**config.mk**
```make
export PLATFORM = sky130hd
export DESIGN_NAME = quality_longest_run_trimmer
export DESIGN_NICKNAME = d
export VERILOG_FILES = /design/src/qlrt_pkg.sv /design/src/qlrt_cfg.sv /design/src/qlrt_tracker.sv /design/src/quality_longest_run_trimmer.sv
export VERILOG_INCLUDE_DIRS = /design/src /design/src/src
export SDC_FILE = /design/constraint.sdc
export NUM_CORES = 1
export LEC_CHECK = 0
export ABC_AREA = 1
export BUFFER_PORTS_ARGS = -buffer_cell sky130_fd_sc_hd__buf_2
export CAP_MARGIN = 20
export CORE_MARGIN = 2
export CORE_UTILIZATION = 55
export DETAILED_ROUTE_END_ITERATION = 16
export GPL_TIMING_DRIVEN = 0
export PLACE_DENSITY = 0.75
export REMOVE_ABC_BUFFERS = 1
export SLEW_MARGIN = 15
export SYNTH_ARGS = -nofsm -noshare
export SYNTH_HDL_FRONTEND = slang
export SYNTH_SLANG_ARGS = --single-unit
```
**constraint.sdc**
```tcl
create_clock -name clk -period 11 [get_ports clk]
set_input_delay 1.1 -clock clk [delete_from_list [all_inputs] [get_ports clk]]
set_output_delay 1.1 -clock clk [all_outputs]
set_load 0.005 [all_outputs]
```
**src/quality_longest_run_trimmer_defines.svh**
```systemverilog
// Assertion macros used by the run tracker of the quality run trimmer RTL.
`ifndef QUALITY_LONGEST_RUN_TRIMMER_DEFINES_SVH
`define QUALITY_LONGEST_RUN_TRIMMER_DEFINES_SVH
`ifndef SYNTHESIS
// Condition implies consequence in the same cycle.
`define QLRT_ASSERT_NOW(label, clk, rst_n, cond, conseq) \
	label: assert property (@(posedge clk) disable iff (!rst_n) (cond) |-> (conseq)) \
		else $error("qlrt assertion failed");
// Condition implies consequence in the next cycle.
`define QLRT_ASSERT_NEXT(label, clk, rst_n, cond, conseq) \
	label: assert property (@(posedge clk) disable iff (!rst_n) (cond) |=> (conseq)) \
		else $error("qlrt assertion failed");
`else
`define QLRT_ASSERT_NOW(label, clk, rst_n, cond, conseq)
`define QLRT_ASSERT_NEXT(label, clk, rst_n, cond, conseq)
`endif
`endif

```
**src/qlrt_pkg.sv**
```systemverilog
// Types and constants shared by the quality run trimmer modules.
`timescale 1ns / 1ps
package qlrt_pkg;

	localparam int OUT_W = 16;
	localparam int QUAL_W = 8;
	localparam int CFG_Q_W = 7;
	localparam int CFG_IDX_W = 2;
	localparam int CFG_DATA_W = 16;

	// Register indexes of the configuration port
	localparam logic [CFG_IDX_W-1:0] REG_PHRED_OFFSET = 2'd0;
	localparam logic [CFG_IDX_W-1:0] REG_QUALITY_CUTOFF = 2'd1;
	localparam logic [CFG_IDX_W-1:0] REG_MIN_LENGTH = 2'd2;

	// Reset values: sanger offset, cutoff 20, no minimum
	localparam logic [CFG_Q_W-1:0] PHRED_OFFSET_RST = 7'd33;
	localparam logic [CFG_Q_W-1:0] QUALITY_CUTOFF_RST = 7'd20;
	localparam logic [CFG_DATA_W-1:0] MIN_LENGTH_RST = 16'd0;

	typedef struct packed {
		logic [CFG_Q_W-1:0]    phred_offset;
		logic [CFG_Q_W-1:0]    quality_cutoff;
		logic [CFG_DATA_W-1:0] min_length;
	} cfg_t;

	typedef struct packed {
		logic [OUT_W-1:0] trim_start;
		logic [OUT_W-1:0] trim_end;
		logic [OUT_W-1:0] run_length;
		logic             is_long;
	} result_t;

endpackage

```
**src/qlrt_cfg.sv**
```systemverilog
// Configuration register file of the quality run trimmer.
`timescale 1ns / 1ps
module qlrt_cfg (
	input  logic                                clk,
	input  logic                                arst_n,
	input  logic                                cfg_we,
	input  logic [qlrt_pkg::CFG_IDX_W-1:0]      cfg_index,
	input  logic [qlrt_pkg::CFG_DATA_W-1:0]     cfg_wdata,
	output qlrt_pkg::cfg_t                      cfg
);
	import qlrt_pkg::*;

	cfg_t cfg_q;

	// Register writes; unknown indexes are dropped
	always_ff @(posedge clk or negedge arst_n) begin
		if (!arst_n) begin
			cfg_q.phred_offset <= PHRED_OFFSET_RST;
			cfg_q.quality_cutoff <= QUALITY_CUTOFF_RST;
			cfg_q.min_length <= MIN_LENGTH_RST;
		end else if (cfg_we) begin
			case (cfg_index)
				REG_PHRED_OFFSET: begin
					cfg_q.phred_offset <= cfg_wdata[CFG_Q_W-1:0];
				end
				REG_QUALITY_CUTOFF: begin
					cfg_q.quality_cutoff <= cfg_wdata[CFG_Q_W-1:0];
				end
				REG_MIN_LENGTH: begin
					cfg_q.min_length <= cfg_wdata;
				end
				default: begin
				end
			endcase
		end
	end

	assign cfg = cfg_q;

endmodule

```
**src/qlrt_tracker.sv**
```systemverilog
// Per-read run tracker: qualify test, run counters and result formation.
`timescale 1ns / 1ps
`include "quality_longest_run_trimmer_defines.svh"
module qlrt_tracker #(
	parameter int MAX_READ_LEN = 65535
) (
	input  logic                            clk,
	input  logic                            arst_n,
	input  logic                            step,
	input  logic [qlrt_pkg::QUAL_W-1:0]     qual_byte,
	input  logic                            last,
	input  qlrt_pkg::cfg_t                  cfg,
	output qlrt_pkg::result_t               result
);
	import qlrt_pkg::*;

	localparam int POS_W = $clog2(MAX_READ_LEN + 1);
	localparam int EXT_W = (POS_W > OUT_W) ? POS_W : OUT_W;
	localparam int THR_W = QUAL_W + 1;
	localparam logic [POS_W-1:0] POS_MAX = POS_W'(MAX_READ_LEN);

	logic [POS_W-1:0] position_q, cur_start_q, cur_len_q, best_start_q, best_len_q;
	logic [POS_W-1:0] position_n, cur_start_n, cur_len_n, best_start_n, best_len_n;
	logic [THR_W-1:0] threshold;
	logic             good;
	logic [EXT_W-1:0] start_ext, len_ext, end_ext, min_ext;

	// Qualify test without wrap: q >= offset + cutoff
	assign threshold = {2'b00, cfg.phred_offset} + {2'b00, cfg.quality_cutoff};
	assign good = {1'b0, qual_byte} >= threshold;

	// Next run state; bytes past the saturation point change nothing
	always_comb begin
		position_n = position_q;
		cur_start_n = cur_start_q;
		cur_len_n = cur_len_q;
		best_start_n = best_start_q;
		best_len_n = best_len_q;
		if (position_q < POS_MAX) begin
			if (good) begin
				if (cur_len_q == '0) begin
					cur_start_n = position_q;
				end
				cur_len_n = cur_len_q + 1'b1;
				// strict compare keeps the first of equal runs
				if (cur_len_n > best_len_q) begin
					best_start_n = cur_start_n;
					best_len_n = cur_len_n;
				end
			end else begin
				cur_len_n = '0;
			end
			position_n = position_q + 1'b1;
		end
	end

	// Result from the state including this byte, cut to 16 bits
	assign start_ext = EXT_W'(best_start_n);
	assign len_ext = EXT_W'(best_len_n);
	assign end_ext = start_ext + len_ext;
	assign min_ext = EXT_W'(cfg.min_length);

	assign result.trim_start = start_ext[OUT_W-1:0];
	assign result.trim_end = end_ext[OUT_W-1:0];
	assign result.run_length = len_ext[OUT_W-1:0];
	assign result.is_long = len_ext >= min_ext;

	// State registers; the last byte clears them for the next read
	always_ff @(posedge clk or negedge arst_n) begin
		if (!arst_n) begin
			position_q <= '0;
			cur_start_q <= '0;
			cur_len_q <= '0;
			best_start_q <= '0;
			best_len_q <= '0;
		end else if (step) begin
			if (last) begin
				position_q <= '0;
				cur_start_q <= '0;
				cur_len_q <= '0;
				best_start_q <= '0;
				best_len_q <= '0;
			end else begin
				position_q <= position_n;
				cur_start_q <= cur_start_n;
				cur_len_q <= cur_len_n;
				best_start_q <= best_start_n;
				best_len_q <= best_len_n;
			end
		end
	end

	// Invariants of the run counters
	`QLRT_ASSERT_NOW(a_best_ge_cur, clk, arst_n, 1'b1, best_len_q >= cur_len_q)
	`QLRT_ASSERT_NOW(a_cur_le_pos, clk, arst_n, 1'b1, cur_len_q <= position_q)
	`QLRT_ASSERT_NOW(a_pos_sat, clk, arst_n, 1'b1, position_q <= POS_MAX)
	`QLRT_ASSERT_NEXT(a_last_clears, clk, arst_n, step && last, position_q == '0 && best_len_q == '0)

endmodule

```
**src/quality_longest_run_trimmer.sv**
```systemverilog
// Bytes pass the input register; a last byte's result and out_valid are registered together.
// Throughput: one byte per cycle while not stalled; one result per read on the last byte.
// The rate is set by the run counters in qlrt_tracker, whose next state is combinational.
// A result waiting in the output register stalls only a following last byte.
// Reset (arst_n low, asynchronous): per-read state cleared, registers to 33 / 20 / 0.
`timescale 1ns / 1ps
module quality_longest_run_trimmer #(
	parameter int MAX_READ_LEN = 65535
) (
	input  logic                                clk,
	input  logic                                arst_n,
	input  logic                                cfg_we,
	input  logic [qlrt_pkg::CFG_IDX_W-1:0]      cfg_index,
	input  logic [qlrt_pkg::CFG_DATA_W-1:0]     cfg_wdata,
	input  logic                                in_valid,
	output logic                                in_ready,
	input  logic [qlrt_pkg::QUAL_W-1:0]         qual_byte,
	input  logic                                last,
	output logic                                out_valid,
	input  logic                                out_ready,
	output logic [qlrt_pkg::OUT_W-1:0]          trim_start,
	output logic [qlrt_pkg::OUT_W-1:0]          trim_end,
	output logic [qlrt_pkg::OUT_W-1:0]          run_length,
	output logic                                is_long
);
	import qlrt_pkg::*;

	cfg_t              cfg;
	result_t           result;
	result_t           result_q;
	logic              out_valid_q;
	logic              valid_s1;
	logic [QUAL_W-1:0] qual_s1;
	logic              last_s1;
	logic              advance;

	qlrt_cfg u_cfg (
		.clk       (clk),
		.arst_n    (arst_n),
		.cfg_we    (cfg_we),
		.cfg_index (cfg_index),
		.cfg_wdata (cfg_wdata),
		.cfg       (cfg)
	);

	// Stage 1 byte moves on unless it is a last byte and the result slot is full
	assign advance = valid_s1 && (!last_s1 || !out_valid_q || out_ready);
	assign in_ready = !valid_s1 || advance;

	// Input register
	always_ff @(posedge clk or negedge arst_n) begin
		if (!arst_n) begin
			valid_s1 <= 1'b0;
		end else if (in_valid && in_ready) begin
			valid_s1 <= 1'b1;
		end else if (advance) begin
			valid_s1 <= 1'b0;
		end
	end

	always_ff @(posedge clk) begin
		if (in_valid && in_ready) begin
			qual_s1 <= qual_byte;
			last_s1 <= last;
		end
	end

	qlrt_tracker #(
		.MAX_READ_LEN (MAX_READ_LEN)
	) u_tracker (
		.clk       (clk),
		.arst_n    (arst_n),
		.step      (advance),
		.qual_byte (qual_s1),
		.last      (last_s1),
		.cfg       (cfg),
		.result    (result)
	);

	// Result register
	always_ff @(posedge clk or negedge arst_n) begin
		if (!arst_n) begin
			out_valid_q <= 1'b0;
		end else if (advance && last_s1) begin
			out_valid_q <= 1'b1;
		end else if (out_ready) begin
			out_valid_q <= 1'b0;
		end
	end

	always_ff @(posedge clk) begin
		if (advance && last_s1) begin
			result_q <= result;
		end
	end

	assign out_valid = out_valid_q;
	assign trim_start = result_q.trim_start;
	assign trim_end = result_q.trim_end;
	assign run_length = result_q.run_length;
	assign is_long = result_q.is_long;

endmodule
```
# --- Yosys cells after proc, flatten, opt, wreduce, memory -nomap -nowiden ---
# Cells that the tools add are included.
word_totals:
  reg_bits: 170
  out_inout_bits: 51
op_classes:
  add_sub_neg: 4
  n_lt_le_gt_ge: 4
  n_eq_ne: 2
  n_mux: 21
  n_reduce_logical: 20
ops:
  columns: ["operator", "count"]
  rows:
  - ["2-to-1 mux 16 bit", 17]
  - ["adder 16 x 1 -> 16 bit (second input constant)", 2]
  - ["adder 16 bit", 1]
  - [">= comparator 16 bit", 1]
  - ["> comparator 16 bit", 1]
  - ["logical NOT 16 bit", 1]
  - ["< comparator 16 bit (second input constant)", 1]
  - [">= comparator 8 x 9 -> 1 bit", 1]
  - ["adder 7 x 7 -> 8 bit", 1]
  - ["AND reduction 2 bit", 4]
  - ["nonzero test 2 bit", 4]
  - ["2-to-1 mux 1 bit", 4]
  - ["logical AND 1 bit", 3]
  - ["logical NOT 1 bit", 3]
  - ["logical OR 1 bit", 3]
  - ["AND reduction 3 bit", 1]
  - ["== test 2 x 1 -> 1 bit (second input constant)", 1]
  - ["== test 2 bit (second input constant)", 1]
  - ["logical NOT 2 bit", 1]

# --- Depth between registers and ports, before layout ---
# Gate-level depths: netlist (run 1).
logic_depth:
  depth_word: 7
  mapped_depth: 34
  mapped_depth_nobuf: 34

# --- Cells and area by module ---
# Synthesis (run 1) repeated with hierarchy kept, for this count alone.
unflattened:
  cells_unflattened: 1092
  area_unflattened_um2: 9565.4
modules_own_cells:
  columns: ["mod", "n_inst", "cells_per_inst", "area_per_inst_um2"]
  rows:
  - ["qlrt_tracker", 1, 885, 6388.6]
  - ["quality_longest_run_trimmer", 1, 72, 1849.3]
  - ["qlrt_cfg", 1, 135, 1327.5]

# --- Worst setup path before layout (run 1) ---
# Ideal clock, no wire load.
synth_path:
  path_kind: "reg-to-reg"
  start: "register u_cfg.cfg_q, in the netlist u_cfg.cfg[16]"
  end: "register result_q, in the netlist trim_end[12] (data pin)"
  arrival_time_ns: 4.094
  setup_slack_ns: 6.641
  path_stages_with_launch: 31
  n_path_buf: 1
  period_less_slack_ns: 4.359
  cell_sequence: "dfrtp_1 ha_1 fa_1 nand3_1 nand2_1 nand2_1 nand2_1 a21oi_1 xor2_1 ha_1 nand2_1 nand2_1 nand2_1 nand2_1 nor2_1 nand2_1 nand2_1 inv_2 nand2_8 buf_4 nand2_1 o21ai_1 inv_1 ha_1 a21oi_1 o21ai_0 a21oi_1 nor2_1 o21ai_0 o21ai_0 xor2_1"
synth_rtl:
  columns: ["item", "line_no", "source"]
  rows:
  - ["from (decl)", "qlrt_cfg.sv:13", "cfg_t cfg_q;"]
  - ["to (signal assigned)", "quality_longest_run_trimmer.sv:93", "result_q <= result;"]
  - ["to (decl)", "quality_longest_run_trimmer.sv:30", "result_t result_q;"]

==> impl_metrics.py, run 1 <==
metrics = {
    "route": {
        "wl_per_cell_um": 15.2,
        "routed_wl_mm": 20.6,
        "drc": 0,
        "dr_total_vias": 7411,
        "drt_iter0_markers": 566,
        "vias_per_cell": 5.49,
        "postRouteAntennaNets": 0,
        "drtPass1Iterations": 6,
    },
    "critical_path": {
        "critical-path-slowest-cell": "nand2_1",
        "critPathRequiredTime_ns": 11.18,
        "path_class": "reg -> reg",
        "r2r-start": "u_cfg.cfg[16]",
        "cpMostUsedCell": "nand2_1",
        "path_max_fanout": 63,
        "worstSetupStartpointType": "flop",
        "critical_path_arrival_ns": 6.04,
        "reg2reg_slack_ns": 5.14,
        "crit_path_end_kind": "flop",
        "timing.rr.end": "trim_end[12]",
        "slowest_delay_ns": 0.47,
        "reg2regPathDepth": 29,
    },
    "clock_network": {
        "cts_resized": 0,
        "clk_pin_slew_ns": 0.07,
        "clk_latency_ns": 0.44,
        "cts_tree": "yes",
        "clk_root_buffer_cell": "clkbuf_16",
        "hold_buffers": 0,
        "cts_inserted_buffers": 17,
        "htree_levels": 4,
        "cts_sinks": 170,
        "cts_setup_buffers": 0,
        "clockBufferDepth": 2,
    },
    "final_layout": {
        "drive_above_1_share_pct": 13.0,
        "diodes": 0,
        "fin_area_mm2": 0.0104,
        "nets": 1217,
        "area_delta_synth_final_pct": 13.1,
        "final_cell_count_no_fill": 1351,
    },
    "min_path": {
        "worstHoldEndpoint": "u_cfg.cfg[5]",
        "hp-start": "u_cfg.cfg[5]",
        "hold_path_class": "reg -> reg",
        "hold_depth": 2,
    },
    "status": {
        "status": "completed",
    },
    "placement": {
        "gp_congestion": 0.904,
        "placed_area_mm2": 0.00983,
        "dp_cells": 1319,
        "hpwl_mm": 14.7,
        "io_buffers": 82,
    },
    "floorplanning": {
        "core_area_mm2": 0.0165,
        "io_pins": 83,
        "die_h_um": 133,
        "die_area_mm2": 0.0178,
        "start_util_pct": 55.9,
        "rows": 47,
        "die_w_um": 133,
    },
    "power": {
        "p_clk_share_pct": 20.3,
        "p_per_area_mw_per_mm2": 275,
        "p_leak_nw": 5.21,
        "switching_share_pct": 43.1,
        "seqPwrFrac_pct": 31.9,
        "internal-power_mw": 1.63,
        "p_sw_mw": 1.23,
        "ir_drop_v": 0.000151,
        "power_frac_comb_pct": 47.8,
    },
    "global_route": {
        "grt_overflow_total": 0,
        "antenna_found_initial": 0,
        "grt_first_pass_wirelength_mm": 34.0,
        "track_usage_pct": 24.3,
        "grt_max_degree": 64,
        "grt_pass1_vias": 6952,
    },
    "logic_synthesis": {
        "async_flop_share_pct": 65.9,
        "syn_inst": 1043,
        "synthFlopType": "dfrtp_1",
        "syn-cell-area_mm2": 0.00920,
        "seq_area_frac_synth_pct": 49.5,
        "synth_edf_count": 58,
        "ys_ff_latch": 170,
        "synth_cell_type_count": 40,
        "postSynthAreaPerCell_um2": 8.82,
        "yosysWarnings": 0,
    },
    "timing": {
        "clock_skew_ns": 0.0108,
        "hold_violations": 0,
        "slew_headroom_pct": 31.6,
        "rsz0062_at_grt": "no",
        "max_freq_mhz": 171,
        "setup_violations": 0,
        "fin_tns_setup_ns": 0,
        "worst_pin_slew_ns": 1.02,
        "holdWs_ns": 0.488,
        "fin_crit_ns": 5.86,
        "slew_viol_final": 0,
        "fin_crit_sh_pct": 53.3,
    },
    "flow_run": {
        "maxCapViolations": 0,
    },
}
[worst max-delay path: cells and delay by family (launching register included)]
| kind | cells | cell delay (ns) |
|---|---|---|
| and+or+nand+nor | 14 | 1.83 |
| AOI/OAI and AO/OA | 7 | 1.46 |
| adders and majority gates | 4 | 1.29 |
| DFF | 1 | 0.38 |
| xor gates and xnor gates | 2 | 0.35 |
| buffers and inverters | 2 | 0.27 |
[kinds of logic (layout without fill, tap and decap cells)]
logic type	count (synthesis)	count (layout)	share of synthesized area, %
fa+ha+maj	67	67	9.28
compound gates	212	212	12.7
simple gates	376	376	17.6
xor+xnor	28	28	2.67
buf+inv	190	278	8.28
flops	170	170	49.5
[power by group through the flow]
stage	Sequential (mW)	Combinational (mW)	Clock, mW
after floorplan	0.925	0.944	0
after global placement	0.923	1.29	0
after detailed placement	0.926	1.34	0
after CTS	0.914	1.36	0.591
after global routing	0.924	1.54	0.615
final	0.914	1.37	0.581
[through the flow]
stage	total power, mW	setup WS, ns	utilization, %
finish	2.86	5.14	63.2
global route	3.08	4.72	63.2
CTS	2.86	5.19	63.2
detailed placement	2.27	5.22	59.7
global placement	2.21	5.13	59.0
floorplan	1.87	6.26	-
[layout by cell type (no fill, tap or decap), types with 2 or more instances in the layout]
master,netlist,layout
a21o_1,3,3
a21oi_1,55,55
buf_16,0,2
buf_2,8,81
clkbuf_16,0,17
clkinvlp_4,0,2
dfrtp_1,108,108
dfstp_2,4,4
edfxtp_1,58,58
fa_1,2,2
ha_1,65,65
inv_1,156,155
inv_2,4,5
inv_6,0,6
inv_8,0,4
nand2_1,215,215
nand2_2,5,5
nand3_1,64,64
nand4_1,20,20
nor2_1,54,53
nor2_2,1,2
nor2_4,2,2
nor3_1,9,9
nor4_1,3,3
o21a_1,2,2
o21ai_0,74,74
o21ai_1,25,24
o21ai_2,7,8
o22ai_1,38,38
o31ai_1,3,3
xnor2_1,8,8
xor2_1,20,20
[cell type report]
| cell class | instances | area (um^2) |
|---|---|---|
| Tap cell | 220 | 275 |
| Timing Repair Buffer | 86 | 507 |
| Sequential cell | 170 | 4550 |
| Fill cell | 1367 | 6060 |
| Multi-Input combinational cell | 683 | 3900 |
| Inverter | 160 | 601 |
| Clock buffer | 17 | 425 |
| Clock inverter | 15 | 144 |
[metal layers]
layer | global-route usage, % | vias up | part of all wire, %
met5 | 0 | - | 0
met4 | 8.33 | 0 | 2.4
met3 | 5.02 | 39 | 5.9
met2 | 38.4 | 226 | 46
met1 | 33.6 | 3488 | 46
li1 | - | 3658 | -
[worst max-delay path by stage]
stage                       start                       to  slack, ns  cells after the start
floorplan           u_cfg.cfg[16]             trim_end[12]       6.26                     30
finish              u_cfg.cfg[16]             trim_end[12]       5.14                     29
global route        u_cfg.cfg[16]             trim_end[12]       4.72                     29
detailed placement  u_cfg.cfg[16]             trim_end[12]       5.22                     29
CTS                 u_cfg.cfg[16]             trim_end[12]       5.19                     29
global placement        out_ready  u_tracker.position_q[9]       5.13                      9
[synthesized netlist by cell type, types with 8 or more instances]
master    count  area [um^2]
xor2_1       20          175
a21oi_1      55          275
nor2_1       54          203
clkbuf_1     15         56.3
xnor2_1       8         70.1
o22ai_1      38          238
nand2_1     215          807
nor3_1        9         45.0
edfxtp_1     58         1740
o21ai_1      25          125
buf_2         8         40.0
nand3_1      64          320
dfrtp_1     108         2700
nand4_1      20          125
o21ai_0      74          370
inv_1       156          586
ha_1         65          813
[registers in the layout, indices dropped and copies added (netlist names)]
name and count:
u_cfg.cfg 30, run_length 16, trim_end 16, trim_start 16, u_tracker.best_len_q 16, u_tracker.best_start_q 16, u_tracker.cur_len_q 16, u_tracker.cur_start_q 16
u_tracker.position_q 16, qual_s1 8, is_long 1, last_s1 1, out_valid 1, valid_s1 1
No activity file was read; power rests on OpenSTA's default activity.
==> run 2, diff against run 1 <==
Clock period 11 ns to 5.6 ns, I/O delays scaled along.
==> run 2 against run 1 <==
  * Clock skew is 0.00095 ns lower
  * Non-clock buffer count stayed put
  * Hold slack got worse by 0.39 ns
  * Count of clock-buffer cells in the layout is the same
  * Register-to-register slack lost 4.7 ns
  * Design area increased by 0.38%
  * Sequential power grew 97%
  * Fmax grew 13%
  * Final cell count is 0.15% higher
  * Via count increased by 0.12%
  * Critical path type unchanged
  * Largest power group unchanged
==> impl_metrics.py, run 2 (same netlist as run 1, synthesis figures left out) <==
metrics = {
    "final_layout": {
        "area_delta_synth_final_pct": 13.5,
        "diodes": 0,
        "nets": 1219,
        "drive_above_1_share_pct": 13.5,
        "largest_reg_flops": 30,
        "multi_input_area_mm2": 0.00394,
        "seq_area_mm2": 0.00455,
        "fin_util_pct": 63.4,
        "filler_cell_count": 1365,
        "layout_common_cells": "nand2_1, inv_1, dfrtp_1",
        "final_common_cell": "nand2_1",
    },
    "floorplanning": {
        "start_util_pct": 55.9,
        "die_w_um": 133,
        "rows": 47,
        "core_area_mm2": 0.0165,
        "die_area_mm2": 0.0178,
        "die_h_um": 133,
        "io_pins": 83,
    },
    "global_route": {
        "grt_max_degree": 64,
        "grt_pass1_vias": 6952,
        "track_usage_pct": 24.3,
        "grt_first_pass_wirelength_mm": 34.0,
        "grt_overflow_total": 0,
        "antenna_found_initial": 0,
    },
    "clock_network": {
        "cts_inserted_buffers": 17,
        "cts_tree": "yes",
        "clk_latency_ns": 0.44,
        "cts_sinks": 170,
        "clk_root_buffer_cell": "clkbuf_16",
        "clk_pin_slew_ns": 0.07,
        "clockBufferDepth": 2,
        "htree_levels": 4,
    },
    "timing": {
        "slew_viol_final": 0,
        "holdWs_ns": 0.0947,
        "rsz0062_at_grt": "no",
        "max_freq_mhz": 192,
        "fin_tns_setup_ns": 0,
        "hold_violations": 0,
        "slew_headroom_pct": 31.1,
        "setup_violations": 0,
        "fin_crit_ns": 5.21,
        "worst_pin_slew_ns": 1.03,
        "clock_skew_ns": 0.00984,
        "fin_crit_sh_pct": 93.0,
    },
    "route": {
        "drc": 0,
        "routed_wl_mm": 20.9,
        "drtPass1Iterations": 5,
        "postRouteAntennaNets": 0,
        "dr_total_vias": 7420,
        "wl_per_cell_um": 15.4,
        "drt_iter0_markers": 616,
        "vias_per_cell": 5.48,
    },
    "critical_path": {
        "critical_path_arrival_ns": 5.38,
        "worstSetupStartpointType": "flop",
        "path_class": "reg -> reg",
        "critical-path-slowest-cell": "fa_1",
        "slowest_delay_ns": 0.41,
        "cpMostUsedCell": "nand2_1",
        "path_max_fanout": 20,
        "crit_path_end_kind": "flop",
        "critPathRequiredTime_ns": 5.78,
    },
    "placement": {
        "io_buffers": 82,
        "gp_congestion": 0.904,
        "hpwl_mm": 14.7,
    },
    "power": {
        "p_total_mw": 5.70,
        "p_leak_nw": 5.23,
        "ir_drop_v": 0.000296,
        "p_per_area_mw_per_mm2": 546,
    },
    "min_path": {
        "hold_path_class": "in -> async",
    },
    "flow_run": {
        "maxCapViolations": 0,
    },
    "status": {
        "status": "completed",
    },
}
[run 2: cell types whose count changed in the layout (fill, tap and decap cells not counted), sizes merged]
cell   before  now
nand2     221  223
[run 2: area by class of cell]
class                      instances  area share (%)
timing repair buffer              86            4.85
clock buffer                      17            4.07
tap                              220            2.64
sequential                       170            43.6
inverter                         160            5.75
clock inverter                    15            1.38
multi-input combinational        685            37.7
[run 2: final timing paths]
kind	start	endpoint	slack [ns]	cells after the start
setup / recovery	u_cfg.cfg[16]	trim_end[12]	0.39	29
max in group asynchronous	arst_n	u_cfg.cfg[23]	4.79	2
hold / removal	arst_n	u_tracker.best_len_q[0]	0.09	1
setup reg to reg	u_cfg.cfg[16]	trim_end[12]	0.39	29
hold reg to reg	u_cfg.cfg[5]	u_cfg.cfg[5]	0.49	2
min in group clk	last	last_s1	0.30	1
[run 2: what timing repair did]
action | 4_1_cts | 5_1_grt
setup buffers | 0 | 0
hold buffers | 0 | 0
setup endpoints to repair | 2 | 9
resized for setup | 1 | 6
cloned | 0 | 2
pin swaps | 0 | 1
[run 2: routing by layer]
| layer | GRT usage [%] | wire [um] | vias up |
|---|---|---|---|
| met5 | 0 | 0 | - |
| met2 | 38.4 | 9630 | 230 |
| met4 | 8.33 | 423 | 0 |
| met1 | 33.6 | 9560 | 3498 |
| met3 | 5.02 | 1240 | 32 |
| li1 | - | - | 3660 |
[run 2: worst max-delay path, delay by kind of cell (launching register included)]
family                     cells  cell delay (ns)
AOI/OAI and AO/OA              7             1.27
adders and majority gates      4             1.29
DFF                            1             0.38
and+or+nand+nor               14             1.36
xor gates and xnor gates       2             0.36
buffers and inverters          2             0.29
[run 2: per-stage QoR]
step	std cells	setup WS, ns	area [um^2]
4_1_cts	1351	0.0244	10400
2_1_floorplan	1013	0.856	9040
5_1_grt	1353	0.0490	10400
6_report	1353	0.393	10400
3_3_place_gp	1315	-0.0844	9720
3_5_place_dp	1319	-0.175	9830
[run 2: power by group]
group	internal (mW)	total, mW	switching [mW]
Sequential	1.71	1.80	0.0855
Clock	0.592	1.14	0.550
Combinational	0.915	2.77	1.85
